**src/hdl/alsu_pkg.sv**
```systemverilog
// Package for the antialiased line stepper: coordinate widths, operation codes,
// channel payload structs, controller states and controller/datapath links.
// No dependencies.
package alsu_pkg;

  localparam int COORD_BITS = 12;
  localparam int FRAC_BITS_DEFAULT = 16;
  localparam int COV_BITS = 8;
  localparam logic [COV_BITS-1:0] COV_MAX = 8'd255;

  localparam logic OP_START = 1'b0;
  localparam logic OP_STEP = 1'b1;

  typedef struct packed {
    logic                  operation;
    logic [COORD_BITS-1:0] first_x;
    logic [COORD_BITS-1:0] first_y;
    logic [COORD_BITS-1:0] second_x;
    logic [COORD_BITS-1:0] second_y;
  } line_cmd_t;

  typedef struct packed {
    logic [COORD_BITS-1:0] pixel_x;
    logic [COORD_BITS-1:0] pixel_y;
    logic [COV_BITS-1:0]   coverage;
    logic                  last_of_step;
    logic                  line_done;
  } pixel_t;

  typedef enum logic [1:0] {
    ST_IDLE,
    ST_DIVIDE,
    ST_PIX_LO,
    ST_PIX_HI
  } state_t;

  typedef struct packed {
    logic load;
    logic finish;
    logic advance;
    logic sel_hi;
  } ctrl_t;

  typedef struct packed {
    logic active;
    logic frac_full;
    logic frac_zero;
    logic div_busy;
  } status_t;

endpackage

```
**src/hdl/alsu_div.sv**
```systemverilog
// Restoring divider that produces one quotient bit per cycle.
// Self-contained; used by the stepper datapath for the per-line slope.
module alsu_div #(
  parameter int NUM_BITS = 28,
  parameter int DEN_BITS = 12
) (
  input  logic                clk,
  input  logic                rst,
  input  logic                start,
  input  logic [NUM_BITS-1:0] numerator,
  input  logic [DEN_BITS-1:0] denominator,
  output logic                busy,
  output logic [NUM_BITS-1:0] quotient
);

  localparam int CNT_W = $clog2(NUM_BITS + 1);

  logic [CNT_W-1:0]    count;
  logic [DEN_BITS:0]   rem;
  logic [NUM_BITS-1:0] quo;
  logic [DEN_BITS-1:0] den;

  logic [DEN_BITS:0]   rem_shift;
  logic [DEN_BITS:0]   rem_next;
  logic                q_bit;

  always_comb begin
    rem_shift = {rem[DEN_BITS-1:0], quo[NUM_BITS-1]};
    q_bit = rem_shift >= {1'b0, den};
    rem_next = q_bit ? (rem_shift - {1'b0, den}) : rem_shift;
  end

  always_ff @(posedge clk) begin
    if (rst) begin
      count <= '0;
    end else if (start) begin
      count <= CNT_W'(NUM_BITS);
      quo <= numerator;
      rem <= '0;
      den <= denominator;
    end else if (count != '0) begin
      count <= count - CNT_W'(1);
      rem <= rem_next;
      quo <= {quo[NUM_BITS-2:0], q_bit};
    end
  end

  assign busy = count != '0;
  assign quotient = quo;

endmodule

```
**src/hdl/alsu_dp.sv**
```systemverilog
// Stepper datapath: endpoint ordering, line state, slope division and pixel forming.
// Depends on alsu_pkg and alsu_div.
module alsu_dp #(
  parameter int FRAC_BITS = alsu_pkg::FRAC_BITS_DEFAULT
) (
  input  logic               clk,
  input  logic               rst,
  input  alsu_pkg::line_cmd_t cmd,
  input  alsu_pkg::ctrl_t    ctrl,
  output alsu_pkg::status_t  status,
  output alsu_pkg::pixel_t   pix
);
  import alsu_pkg::*;

  localparam int POS_W = COORD_BITS + FRAC_BITS;

  logic                  steep_mode;
  logic [POS_W-1:0]      minor_position;
  logic [POS_W-1:0]      minor_increment;
  logic [COORD_BITS-1:0] major_position;
  logic [COORD_BITS-1:0] major_limit;
  logic                  slope_neg;
  logic                  zero_len;

  logic [COORD_BITS-1:0] adx, ady;
  logic                  steep;
  logic [COORD_BITS-1:0] a_major, a_minor, b_major, b_minor;
  logic [COORD_BITS-1:0] lo_major, lo_minor, hi_major, hi_minor;
  logic [COORD_BITS-1:0] dmajor, mag;
  logic                  neg;
  logic [POS_W-1:0]      quotient;
  logic                  div_busy;

  logic [COORD_BITS-1:0] floor_minor, next_minor, sel_minor;
  logic [COV_BITS-1:0]   frac;
  logic [COORD_BITS:0]   major_plus;

  always_comb begin
    adx = (cmd.first_x > cmd.second_x) ? cmd.first_x - cmd.second_x
                                       : cmd.second_x - cmd.first_x;
    ady = (cmd.first_y > cmd.second_y) ? cmd.first_y - cmd.second_y
                                       : cmd.second_y - cmd.first_y;
    steep = adx < ady;
    a_major = steep ? cmd.first_y : cmd.first_x;
    a_minor = steep ? cmd.first_x : cmd.first_y;
    b_major = steep ? cmd.second_y : cmd.second_x;
    b_minor = steep ? cmd.second_x : cmd.second_y;
    if (a_major > b_major) begin
      lo_major = b_major;
      lo_minor = b_minor;
      hi_major = a_major;
      hi_minor = a_minor;
    end else begin
      lo_major = a_major;
      lo_minor = a_minor;
      hi_major = b_major;
      hi_minor = b_minor;
    end
    dmajor = hi_major - lo_major;
    neg = hi_minor < lo_minor;
    mag = neg ? lo_minor - hi_minor : hi_minor - lo_minor;
  end

  alsu_div #(
    .NUM_BITS(POS_W),
    .DEN_BITS(COORD_BITS)
  ) u_div (
    .clk(clk),
    .rst(rst),
    .start(ctrl.load),
    .numerator({mag, {FRAC_BITS{1'b0}}}),
    .denominator(dmajor),
    .busy(div_busy),
    .quotient(quotient)
  );

  always_ff @(posedge clk) begin
    if (rst) begin
      steep_mode <= 1'b0;
      minor_position <= '0;
      minor_increment <= '0;
      major_position <= '0;
      major_limit <= '0;
      slope_neg <= 1'b0;
      zero_len <= 1'b0;
    end else begin
      if (ctrl.load) begin
        steep_mode <= steep;
        minor_position <= {lo_minor, {FRAC_BITS{1'b0}}};
        minor_increment <= '0;
        major_position <= lo_major;
        major_limit <= hi_major;
        slope_neg <= neg;
        zero_len <= dmajor == '0;
      end
      if (ctrl.finish) begin
        if (zero_len) begin
          minor_increment <= '0;
        end else if (slope_neg) begin
          minor_increment <= '0 - quotient;
        end else begin
          minor_increment <= quotient;
        end
      end
      if (ctrl.advance) begin
        major_position <= major_position + COORD_BITS'(1);
        minor_position <= minor_position + minor_increment;
      end
    end
  end

  always_comb begin
    floor_minor = minor_position[POS_W-1 -: COORD_BITS];
    next_minor = floor_minor + COORD_BITS'(1);
    frac = minor_position[FRAC_BITS-1 -: COV_BITS];
    major_plus = {1'b0, major_position} + (COORD_BITS+1)'(1);
    sel_minor = ctrl.sel_hi ? next_minor : floor_minor;

    status.active = major_position < major_limit;
    status.frac_full = frac == COV_MAX;
    status.frac_zero = frac == '0;
    status.div_busy = div_busy;

    pix.pixel_x = steep_mode ? sel_minor : major_position;
    pix.pixel_y = steep_mode ? major_position : sel_minor;
    pix.coverage = ctrl.sel_hi ? frac : COV_MAX - frac;
    pix.last_of_step = ctrl.sel_hi || (frac == '0);
    pix.line_done = major_plus == {1'b0, major_limit};
  end

endmodule

```
**src/hdl/alsu_ctrl.sv**
```systemverilog
// Stepper controller: sequences line starts, slope division and pixel transfers.
// Depends on alsu_pkg.
module alsu_ctrl (
  input  logic              clk,
  input  logic              rst,
  input  logic              cmd_valid,
  input  logic              operation,
  output logic              cmd_stall,
  output logic              pix_valid,
  input  logic              pix_stall,
  input  alsu_pkg::status_t status,
  output alsu_pkg::ctrl_t   ctrl
);
  import alsu_pkg::*;

  state_t state, state_next;
  logic   cmd_take;
  logic   pix_take;

  assign cmd_take = cmd_valid && (state == ST_IDLE);
  assign pix_take = pix_valid && !pix_stall;

  always_ff @(posedge clk) begin
    if (rst) begin
      state <= ST_IDLE;
    end else begin
      state <= state_next;
    end
  end

  always_comb begin
    state_next = state;
    unique case (state)
      ST_IDLE: begin
        if (cmd_take) begin
          if (operation == OP_START) begin
            state_next = ST_DIVIDE;
          end else if (status.active) begin
            state_next = status.frac_full ? ST_PIX_HI : ST_PIX_LO;
          end
        end
      end
      ST_DIVIDE: begin
        if (!status.div_busy) begin
          state_next = ST_IDLE;
        end
      end
      ST_PIX_LO: begin
        if (pix_take) begin
          state_next = status.frac_zero ? ST_IDLE : ST_PIX_HI;
        end
      end
      ST_PIX_HI: begin
        if (pix_take) begin
          state_next = ST_IDLE;
        end
      end
      default: state_next = ST_IDLE;
    endcase
  end

  always_comb begin
    cmd_stall = state != ST_IDLE;
    pix_valid = (state == ST_PIX_LO) || (state == ST_PIX_HI);
    ctrl.load = cmd_take && (operation == OP_START);
    ctrl.finish = (state == ST_DIVIDE) && !status.div_busy;
    ctrl.advance = pix_take &&
                   ((state == ST_PIX_HI) || ((state == ST_PIX_LO) && status.frac_zero));
    ctrl.sel_hi = state == ST_PIX_HI;
  end

endmodule

```
**src/hdl/antialiased_line_stepper_unit.sv**
```systemverilog
// Top level of the antialiased line stepper.
// Depends on alsu_pkg, alsu_ctrl and alsu_dp.
//
// Commands arrive on the cmd channel and pixels leave on the pix channel; each
// channel transfers at a rising edge where its valid is high and its stall low.
// A start command loads two endpoints and produces no pixels. The block then
// runs a restoring divider for the slope, one quotient bit per cycle, and holds
// cmd_stall high until the division is done and the slope is stored. A step
// command produces one or two pixels, the first valid in the cycle after the
// transfer. Each pixel holds until it is transferred; the next command is taken
// in the cycle after the last pixel of the step. A step with no line position
// left produces nothing and the next command is taken in the following cycle.
// While a pixel is stalled, its payload is held and no command is taken.
// Reset clears the line state, so steps after reset produce no pixels until a
// start command is given.
module antialiased_line_stepper_unit #(
  parameter int FRAC_BITS = alsu_pkg::FRAC_BITS_DEFAULT
) (
  input  logic                clk,
  input  logic                rst,
  input  logic                cmd_valid,
  output logic                cmd_stall,
  input  alsu_pkg::line_cmd_t cmd,
  output logic                pix_valid,
  input  logic                pix_stall,
  output alsu_pkg::pixel_t    pix
);
  import alsu_pkg::*;

  ctrl_t   ctrl;
  status_t status;

  alsu_ctrl u_ctrl (
    .clk(clk),
    .rst(rst),
    .cmd_valid(cmd_valid),
    .operation(cmd.operation),
    .cmd_stall(cmd_stall),
    .pix_valid(pix_valid),
    .pix_stall(pix_stall),
    .status(status),
    .ctrl(ctrl)
  );

  alsu_dp #(
    .FRAC_BITS(FRAC_BITS)
  ) u_dp (
    .clk(clk),
    .rst(rst),
    .cmd(cmd),
    .ctrl(ctrl),
    .status(status),
    .pix(pix)
  );

endmodule

```
**config.mk**
```make
export PLATFORM = sky130hd
export DESIGN_NAME = antialiased_line_stepper_unit
export DESIGN_NICKNAME = d
export VERILOG_FILES = /design/src/hdl/alsu_pkg.sv /design/src/hdl/alsu_div.sv /design/src/hdl/alsu_dp.sv /design/src/hdl/alsu_ctrl.sv /design/src/hdl/antialiased_line_stepper_unit.sv
export SDC_FILE = /design/constraint.sdc
export NUM_CORES = 1
export LEC_CHECK = 0
export BUFFER_PORTS_ARGS = -buffer_cell sky130_fd_sc_hd__buf_2
export CAP_MARGIN = 20
export CORE_MARGIN = 2
export CORE_UTILIZATION = 50
export DETAILED_ROUTE_END_ITERATION = 7
export HOLD_SLACK_MARGIN = 0.08
export PLACE_DENSITY = 0.68
export REMOVE_ABC_BUFFERS = 1
export SLEW_MARGIN = 40
export SYNTH_ARGS = -nofsm -noshare
export SYNTH_HDL_FRONTEND = slang
export SYNTH_SLANG_ARGS = --single-unit
```
**constraint.sdc**
```tcl
create_clock -name clk -period 14.3 [get_ports clk]
set_clock_uncertainty 0.2 [all_clocks]
set_input_delay 1.43 -clock clk [delete_from_list [all_inputs] [get_ports clk]]
set_output_delay 1.43 -clock clk [all_outputs]
set_load 0.03 [all_outputs]
```
==> flow_metrics.env, run 1 <==
export IMPL_synth_area_leaders="ha_1 13%, dfxtp_1 12%, edfxtp_1 11%, a21oi_1 6.1%, xnor2_1 5.0%"
export IMPL_drive_above_1_share=0.0959
export IMPL_syn_inst=1910
export IMPL_area_growth_pct=9.47
export IMPL_power_density_nw_per_um2=284
export IMPL_end_kind="flop"
export IMPL_n_antenna_cell=0
export IMPL_dp_cells=2313
export IMPL_synth_edf_count=52
export IMPL_p_switching_uw=2400
export IMPL_crit_path_start_kind="primary input"
export IMPL_hold_viol_final=0
export IMPL_ys_ff_latch=142
export IMPL_top_level_ports=89
export IMPL_max_freq_mhz=75.6
export IMPL_whs_path_depth=2
export IMPL_grt_pass1_wl_um=72300
export IMPL_synthArstFlopShare=0
export IMPL_final_cells=2345
export IMPL_die_w_um=175
export IMPL_pwr_share_seq=0.163
export IMPL_synth_avg_cell_area_um2=7.65
export IMPL_grt_total_usage=0.297
export IMPL_p_leak_uw=0.00702
export IMPL_swShare=0.529
export IMPL_place_detailed_hpwl_um=35900
export IMPL_holdWs_ns=0.274
export IMPL_coreArea_um2=28700
export IMPL_portBuffers=88
export IMPL_yosysTopAreaCell="ha_1"
export IMPL_irDropWorstVdd_uv=166
export IMPL_synth_commonest_cells="179 x a21oi_1, 175 x nand2_1, 172 x nor2_1, 150 x inv_1, 146 x ha_1"
export IMPL_totalWireLength_um=45900
export IMPL_finalCritPeriodShare=0.925
export IMPL_drtAntennaViolNets=0
export IMPL_final_net_count=2155
export IMPL_power_uw=4540
export IMPL_required_ns=14.25
export IMPL_ys_seq_area_frac=0.230
export IMPL_wl_per_cell_um=19.6
export IMPL_vias=14325
export IMPL_overflow=0
export IMPL_worst_endpoint_arrival_ns=13.19
export IMPL_clockRootBuffer="clkbuf_16"
export IMPL_avgViaCountPerCell=6.11
export IMPL_slew_limit_headroom=0.474
export IMPL_hold_buffers=0
export IMPL_comb_power_share=0.746
export IMPL_first_global_vias=13433
export IMPL_synth_ff_type="dfxtp_1"
export IMPL_num_rows=62
export IMPL_setup_slack_ns=1.07
export IMPL_cts_tree="yes"
export IMPL_ys_warn_count=0
export IMPL_synthesis_area_um2=14600
export IMPL_cp_max_fo=27
export IMPL_place_congestion=1.03
export IMPL_antenna_found_initial=0
export IMPL_fin_crit_ns=13.23
export IMPL_post_cts_setup_buffers=0
export IMPL_hold_path_class="reg2reg"
export IMPL_clk_latency_ns=0.43
export IMPL_dp_slack_ns=0.534
export IMPL_yosys_area_top_type_share=0.125
export IMPL_path_class="in2reg"
export IMPL_cts_sinks=142
export IMPL_final_setup_tns_ns=0
export IMPL_intPower_uw=2140
export IMPL_slew_viol_final=0
export IMPL_cts_buffers_inserted=17
export IMPL_crit_slowest_cell="nor2_4"
export IMPL_cpPeakStageDelay_ns=0.56
export IMPL_yosysMostFrequentCell="a21oi_1"
export IMPL_dieArea_um2=30600
export IMPL_r2r_worst_path_cells=12
export IMPL_post_route_drc_count=0
export IMPL_status="complete, no violations"
export IMPL_max_cap_viol_count=0
export IMPL_worst_pin_slew_ns=0.790
export IMPL_clockBufferDepth=2
export IMPL_die_h_um=175
export IMPL_initial_core_util=0.509
export IMPL_drtIter0Drc=1438
export IMPL_htree_levels=4
export IMPL_rsz0062_at_grt="false"
export IMPL_clk_pin_slew_worst_paths_ns=0.06
export IMPL_grt_max_degree=78
export IMPL_synth_cell_types=80
export IMPL_clock_power_share=0.091
export IMPL_first_pass_iters=7
export IMPL_setup_viol=0
[layout make-up]
type	count	area, um2
Clock buffer	18	429
Clock inverter	14	109
Fill cell	2758	12700
Inverter	150	563
Multi-Input combinational cell	1522	10400
Sequential cell	142	3360
Tap cell	384	480
Timing Repair Buffer	115	653
[metal layers]
layer	track usage	wire, um	vias to the layer above
met5	0	0	-
li1	-	-	6935
met3	0.0422	2640	114
met4	0.155	2400	0
met1	0.380	19800	6710
met2	0.486	21100	566
[power groups by stage]
stage | registers [uW] | clock network (uW) | logic, uW
final | 739 | 414 | 3390
after global routing | 754 | 438 | 3740
after CTS | 735 | 419 | 3350
after detailed placement | 742 | 0 | 3340
after global placement | 739 | 0 | 3290
after floorplan | 710 | 0 | 2450
[cell usage in the layout, fill, tap and decap left out, types with 11 or more instances in the layout]
master,n
nor2_1,170
nor2b_1,14
and3_1,18
a21o_1,47
clkbuf_16,17
buf_2,87
nand3_1,70
o31ai_1,14
edfxtp_1,52
inv_1,150
a21oi_1,178
and2_1,17
o21bai_1,18
o211ai_1,29
o21a_1,18
xnor2_1,84
ha_1,146
buf_4,26
a22oi_1,35
nand2_1,174
mux2i_1,59
xor2_1,42
a211oi_1,11
mux2_2,12
dfxtp_1,90
nand2b_1,14
nor3_1,25
o21ai_0,124
nand4_1,18
a31oi_1,21
[worst paths after layout]
| check | slack (ns) | to | startpoint |
|---|---|---|---|
| setup / recovery | 1.07 | u_dp.u_div.quotient[27] | cmd[24] |
| hold / removal | 0.27 | u_dp.u_div.count[4] | u_dp.u_div.count[4] |
| setup reg to reg | 10.23 | u_dp.minor_increment[27] | u_dp.u_div.quotient[4] |
| hold reg to reg | 0.27 | u_dp.u_div.count[4] | u_dp.u_div.count[4] |
[flip-flops by register name, indices dropped and copies added, names as in the netlist, 5 cells and up]
name                  cells
u_dp.minor_position      28
u_dp.u_div.den           12
u_dp.u_div.count          5
u_dp.u_div.quotient      28
u_dp.u_div.rem           12
u_dp.major_limit         12
u_dp.major_position      12
u_dp.minor_increment     28
[kinds of logic after synthesis]
| logic type | count (synthesis) | share of synthesized area |
|---|---|---|
| adder cells (fa/ha/maj) | 155 | 0.137 |
| multiplexers | 71 | 0.0497 |
| XOR/XNOR | 126 | 0.0756 |
| AO/OA/AOI/OAI | 591 | 0.261 |
| buffers and inverters | 246 | 0.0633 |
| flip-flops | 142 | 0.230 |
| AND/OR/NAND/NOR | 579 | 0.183 |
[through the flow]
step,utilization,area (um2)
2_1_floorplan,-,14200
3_3_place_gp,0.537,15400
3_5_place_dp,0.538,15400
4_1_cts,0.556,16000
5_1_grt,0.557,16000
6_report,0.557,16000
[what timing repair did]
action / 4_1_cts / 5_1_grt
hold endpoints to repair: 0 / 0
setup endpoints to repair: 0 / 2
resized for setup: 0 / 2
[critical path, delay by kind of cell]
family / cells / cell delay, ns
xor+xnor: 1 / 0.21
fa+ha+maj: 6 / 1.76
simple gates: 10 / 2.46
compound gates: 30 / 5.85
mux: 1 / 0.34
buf+inv: 7 / 1.10
(Power assumes the default switching activity.)
==> inputs of run 2 (changes only) <==
--- a/config.mk
+++ b/config.mk
@@ -7,7 +7,7 @@
 export LEC_CHECK = 0
 export BUFFER_PORTS_ARGS = -buffer_cell sky130_fd_sc_hd__buf_2
 export CAP_MARGIN = 20
-export CORE_MARGIN = 2
+export CORE_MARGIN = 3
 export CORE_UTILIZATION = 50
 export DETAILED_ROUTE_END_ITERATION = 7
 export HOLD_SLACK_MARGIN = 0.08
@@ -17,3 +17,4 @@
 export SYNTH_ARGS = -nofsm -noshare
 export SYNTH_HDL_FRONTEND = slang
 export SYNTH_SLANG_ARGS = --single-unit
+export TNS_END_PERCENT = 50
==> run 2 against run 1 <==
Net effect: final area is 0.55% higher; total power is 2.0% higher; maximum frequency hardly changed; via count is 1.0% lower; first-iteration DRC count is 17% lower; clock power is 17% higher; highest routed layer unchanged.
==> flow_metrics.env, run 2 (synthesis gave the netlist of run 1 again) <==
export IMPL_avgViaCountPerCell=6.06
export IMPL_comb_power_share=0.735
export IMPL_hold_start="u_dp.u_div.count[4]"
export IMPL_power_density_nw_per_um2=288
export IMPL_totalWireLength_um=45500
export IMPL_crit_start="cmd[24]"
export IMPL_status="complete, no violations"
export IMPL_rsz0062_at_grt="false"
export IMPL_area_growth_pct=10.1
export IMPL_intPower_uw=2230
export IMPL_final_setup_tns_ns=0
export IMPL_n_antenna_cell=0
export IMPL_max_cap_viol_count=0
export IMPL_clockRootBuffer="clkbuf_16"
export IMPL_cts_sinks=142
export IMPL_cp_max_fo=32
export IMPL_cts_buffers_inserted=17
export IMPL_required_ns=14.26
export IMPL_clockBufferDepth=2
export IMPL_grt_pass1_wl_um=72000
export IMPL_max_freq_mhz=75.6
export IMPL_fin_crit_ns=13.22
export IMPL_pwr_share_seq=0.160
export IMPL_dieArea_um2=31300
export IMPL_final_common_cell="a21oi_1"
export IMPL_drive_above_1_share=0.0968
export IMPL_drtAntennaViolNets=0
export IMPL_worst_pin_slew_ns=0.821
export IMPL_coreArea_um2=28300
export IMPL_cts_tree="yes"
export IMPL_top_level_ports=89
export IMPL_slew_limit_headroom=0.453
export IMPL_hold_path_class="reg2reg"
export IMPL_crit_path_start_kind="primary input"
export IMPL_grt_max_degree=77
export IMPL_crit_buf_inv=5
export IMPL_num_rows=61
export IMPL_clk_pin_slew_worst_paths_ns=0.06
export IMPL_setup_viol=0
export IMPL_place_area_um2=15400
export IMPL_crit_slowest_cell="nor2_4"
export IMPL_path_class="in2reg"
export IMPL_clock_power_share=0.105
export IMPL_final_net_count=2156
export IMPL_irDropWorstVdd_uv=231
export IMPL_stdcell_area_um2=16100
export IMPL_cpPeakStageDelay_ns=0.58
export IMPL_htree_levels=4
export IMPL_vias=14177
export IMPL_holdWs_ns=0.269
export IMPL_reg2reg_from="u_dp.u_div.quotient[4]"
export IMPL_post_route_drc_count=0
export IMPL_first_global_vias=13446
export IMPL_initial_core_util=0.516
export IMPL_wl_per_cell_um=19.5
export IMPL_antenna_found_initial=0
export IMPL_swShare=0.518
export IMPL_first_pass_iters=5
export IMPL_die_w_um=177
export IMPL_cpMostUsedCell="a21oi_1"
export IMPL_p_switching_uw=2400
export IMPL_die_h_um=177
export IMPL_final_cell_mix="178 x a21oi_1, 174 x nand2_1, 170 x nor2_1, 150 x inv_1, 146 x ha_1"
export IMPL_finalCritPeriodShare=0.925
export IMPL_portBuffers=88
export IMPL_hold_buffers=0
export IMPL_worst_endpoint_arrival_ns=13.18
export IMPL_p_leak_uw=0.00707
export IMPL_drtIter0Drc=1199
export IMPL_slew_viol_final=0
export IMPL_clk_latency_ns=0.43
export IMPL_grt_total_usage=0.288
export IMPL_place_detailed_hpwl_um=35500
export IMPL_place_congestion=0.975
export IMPL_cp_top_family="compound AO/OA/AOI/OAI gates"
export IMPL_end_kind="flop"
export IMPL_hold_viol_final=0
export IMPL_overflow=0
[run 2: cell types whose count changed in the layout (fill, tap and decap cells not counted), sizes merged]
cell,previous run,this run
clkinv,7,4
clkbuf,18,20
inv,154,152
buf,115,116
bufinv,0,4
clkinvlp,3,2
[run 2: routing by layer]
layer	vias up	global-route usage	share of wire
met4	0	0.110	0.036
met3	79	0.0371	0.051
met2	471	0.493	0.48
met1	6685	0.371	0.43
li1	6942	-	-
met5	-	0	0
[run 2: layout make-up]
class | count | area [um2]
clock buffer | 20 | 458
clock inverter | 12 | 181
fill | 2690 | 12200
inverter | 150 | 563
multi-input combinational | 1522 | 10400
sequential | 142 | 3360
tap | 378 | 473
timing repair buffer | 116 | 651
[run 2: tightest hold or removal path, stage by stage (launching register included)]
cell and delay (ns):
dfxtp_1 0.31, nand2_1 0.05, a21oi_1 0.05
[run 2: power by group through the flow]
stage                     clock network [uW]  registers, uW  logic (uW)
final                                    484            742        3400
after floorplan                            0            710        2450
after global placement                     0            745        3310
after CTS                                489            740        3370
after global routing                     507            760        3770
after detailed placement                   0            746        3350
[run 2: final timing paths]
| path | endpoint | slack [ns] | cells after the start |
|---|---|---|---|
| setup reg to reg | u_dp.minor_increment[27] | 10.23 | 12 |
| hold reg to reg | u_dp.u_div.count[4] | 0.27 | 2 |
| hold / removal | u_dp.u_div.count[4] | 0.27 | 2 |
| setup / recovery | u_dp.u_div.quotient[27] | 1.08 | 50 |
[run 2: stage by stage]
step,setup WS (ns),total power (uW),util,std cells
detailed placement,0.594,4100,0.545,2308
floorplan,-2.36,3160,-,1814
CTS,0.986,4600,0.568,2340
finish,1.08,4630,0.568,2340
global route,0.109,5030,0.568,2340
global placement,0.695,4060,0.544,2307
[run 2: repair_timing]
item	4_1_cts	5_1_grt
buffers inserted	0	0
endpoints found under the setup margin	0	2
gates resized for setup	0	2
==> inputs of run 3 (changes only) <==
--- a/config.mk
+++ b/config.mk
@@ -10,11 +10,12 @@
 export CORE_MARGIN = 3
 export CORE_UTILIZATION = 50
 export DETAILED_ROUTE_END_ITERATION = 7
-export HOLD_SLACK_MARGIN = 0.08
+export HOLD_SLACK_MARGIN = 0.1
 export PLACE_DENSITY = 0.68
 export REMOVE_ABC_BUFFERS = 1
 export SLEW_MARGIN = 40
 export SYNTH_ARGS = -nofsm -noshare
 export SYNTH_HDL_FRONTEND = slang
+export SYNTH_HIERARCHICAL = 1
 export SYNTH_SLANG_ARGS = --single-unit
 export TNS_END_PERCENT = 50
==> run 3 against run 2 <==
Net effect: critical path depth grew 1; hold slack gained 0.019 ns; sequential cell count is the same; non-clock buffer count shrank 6; first-iteration DRC count grew 18%; global-route usage shrank 1.7 points; final area grew 3.6%; worst setup slack lost 0.077 ns.
==> flow_metrics.env, run 3 <==
export IMPL_status="complete, no violations"
export IMPL_fillCellCount=2859
export IMPL_wl_per_cell_um=19.1
export IMPL_yosys_area_top_type_share=0.120
export IMPL_n_antenna_cell=0
export IMPL_end_kind="flop"
export IMPL_yosysTopAreaCell="ha_1"
export IMPL_ys_warn_count=6
export IMPL_synthesis_area_um2=15200
export IMPL_post_route_drc_count=0
export IMPL_crit_path_start_kind="primary input"
export IMPL_synth_avg_cell_area_um2=7.87
export IMPL_cpPeakStageDelay_ns=0.57
export IMPL_coreArea_um2=29800
export IMPL_initial_core_util=0.511
export IMPL_final_setup_tns_ns=0
export IMPL_drtAntennaViolNets=0
export IMPL_multi_input_area_um2=11000
export IMPL_area_growth_pct=9.33
export IMPL_cts_tree="yes"
export IMPL_place_detailed_hpwl_um=34900
export IMPL_clockRootBuffer="clkbuf_16"
export IMPL_post_cts_setup_buffers=0
export IMPL_synthArstFlopShare=0
export IMPL_ys_seq_area_frac=0.221
export IMPL_synth_cell_types=96
export IMPL_clk_latency_ns=0.43
export IMPL_hold_viol_final=0
export IMPL_dieArea_um2=32600
export IMPL_drive_above_1_share=0.127
export IMPL_portBuffers=88
export IMPL_totalWireLength_um=45700
export IMPL_required_ns=14.29
export IMPL_finalCritPeriodShare=0.930
export IMPL_worst_pin_slew_ns=0.823
export IMPL_grt_max_degree=87
export IMPL_fin_crit_ns=13.30
export IMPL_htree_levels=4
export IMPL_synth_commonest_cells="181 x nand2_1, 178 x nor2_1, 157 x a21oi_1, 146 x ha_1, 144 x inv_1"
export IMPL_rsz0062_at_grt="false"
export IMPL_slew_limit_headroom=0.451
export IMPL_cts_buffers_inserted=17
export IMPL_regArea_um2=3370
export IMPL_hold_path_class="reg2reg"
export IMPL_place_congestion=0.959
export IMPL_avgViaCountPerCell=6.03
export IMPL_cts_sinks=142
export IMPL_grt_pass1_wl_um=72600
export IMPL_hold_start="u_dp/u_div/count[4]"
export IMPL_max_cap_viol_count=0
export IMPL_ys_ff_latch=142
export IMPL_die_h_um=181
export IMPL_path_class="in2reg"
export IMPL_clk_pin_slew_worst_paths_ns=0.08
export IMPL_reg2reg_from="u_dp/minor_position[0]"
export IMPL_top_level_ports=89
export IMPL_final_common_cell="nand2_1"
export IMPL_synth_edf_count=52
export IMPL_final_net_count=2192
export IMPL_num_rows=63
export IMPL_worst_endpoint_arrival_ns=13.29
export IMPL_crit_start="cmd[36]"
export IMPL_die_w_um=181
export IMPL_vias=14401
export IMPL_first_pass_iters=6
export IMPL_max_freq_mhz=75.2
export IMPL_synth_ff_type="dfxtp_1"
export IMPL_synth_area_leaders="ha_1 12%, dfxtp_1 12%, edfxtp_1 10%, a21oi_1 5.2%, xnor2_1 5.1%"
export IMPL_overflow=0
export IMPL_antenna_found_initial=0
export IMPL_first_global_vias=13540
export IMPL_grt_total_usage=0.271
export IMPL_cp_max_fo=23
export IMPL_syn_inst=1935
export IMPL_slew_viol_final=0
export IMPL_setup_viol=0
export IMPL_drtIter0Drc=1413
export IMPL_final_cell_mix="180 x nand2_1, 173 x nor2_1, 157 x a21oi_1, 146 x ha_1, 144 x inv_1"
export IMPL_crit_slowest_cell="a31oi_1"
export IMPL_cpMostUsedCell="a21o_1"
export IMPL_clockBufferDepth=2
export IMPL_yosysMostFrequentCell="nand2_1"
[run 3: changes by cell type after synthesis, sizes merged, moves of 15 or more]
| cell | previous run | this run |
|---|---|---|
| o211ai | 29 | 44 |
| a211oi | 11 | 29 |
| mux2i | 59 | 43 |
| a21oi | 180 | 159 |
| o21ai | 132 | 95 |
| nor3b | 3 | 25 |
| mux2 | 12 | 60 |
| nand3 | 71 | 43 |
[run 3: path summary, 6_finish.rpt]
kind / endpoint / slack [ns] / depth (start not counted)
setup / recovery: u_dp/u_div/quotient[27] / 1.00 / 51
hold / removal: u_dp/u_div/count[4] / 0.29 / 2
setup reg to reg: u_dp/minor_position[26] / 10.20 / 15
hold reg to reg: u_dp/u_div/count[4] / 0.29 / 2
[run 3: routing by layer]
layer / vias to the layer above / global-route usage / wire (um)
met2: 477 / 0.415 / 19800
li1: 7050 / - / -
met4: 0 / 0.0909 / 1550
met5: - / 0 / 0
met1: 6802 / 0.393 / 21400
met3: 72 / 0.0390 / 2900
[run 3: repair_timing]
action,CTS,global route
resized for setup,0,3
setup endpoints to repair,0,2
hold buffers,0,0
[run 3: layout make-up]
cell class | instances | share of cell area
tap | 390 | 0.0293
sequential | 142 | 0.202
timing repair buffer | 110 | 0.0385
clock inverter | 15 | 0.0116
multi-input combinational | 1569 | 0.660
inverter | 145 | 0.0327
clock buffer | 17 | 0.0256
[run 3: kinds of logic (layout without fill, tap and decap cells)]
kind of cell             after synthesis  after routing  share of synthesized area
AND/OR/NAND/NOR                      616            617                      0.196
flip-flops                           142            142                      0.221
XOR/XNOR                             128            128                     0.0736
adder cells (fa/ha/maj)              156            156                      0.132
buffers and inverters                240            287                     0.0656
multiplexers                         103            103                     0.0731
AO/OA/AOI/OAI                        549            549                      0.239
other                                  1             16                   0.000246
[run 3: worst max-delay path: cells and delay by family]
family | cells | cell delay (ns)
and+or+nand+nor | 11 | 2.49
muxes | 4 | 0.90
adders and majority gates | 5 | 1.44
AOI/OAI and AO/OA | 24 | 5.97
buffers and inverters | 6 | 0.95
xor gates and xnor gates | 1 | 0.15
[run 3: metrics by stage]
step	hold slack, ns	cells	setup slack, ns	utilization	instance area [um2]
6_report	0.288	2388	1.00	0.559	16600
5_1_grt	0.337	2388	0.00216	0.559	16600
4_1_cts	0.294	2385	0.743	0.556	16600
3_5_place_dp	0.276	2353	0.325	0.536	16000
3_3_place_gp	0.270	2353	0.606	0.535	16000
2_1_floorplan	0.238	1855	-2.35	-	14800
Power of run 3 is left out: the tool's default activity adds up to more than one toggle a clock period on the data nets, which glitch-free logic cannot reach.
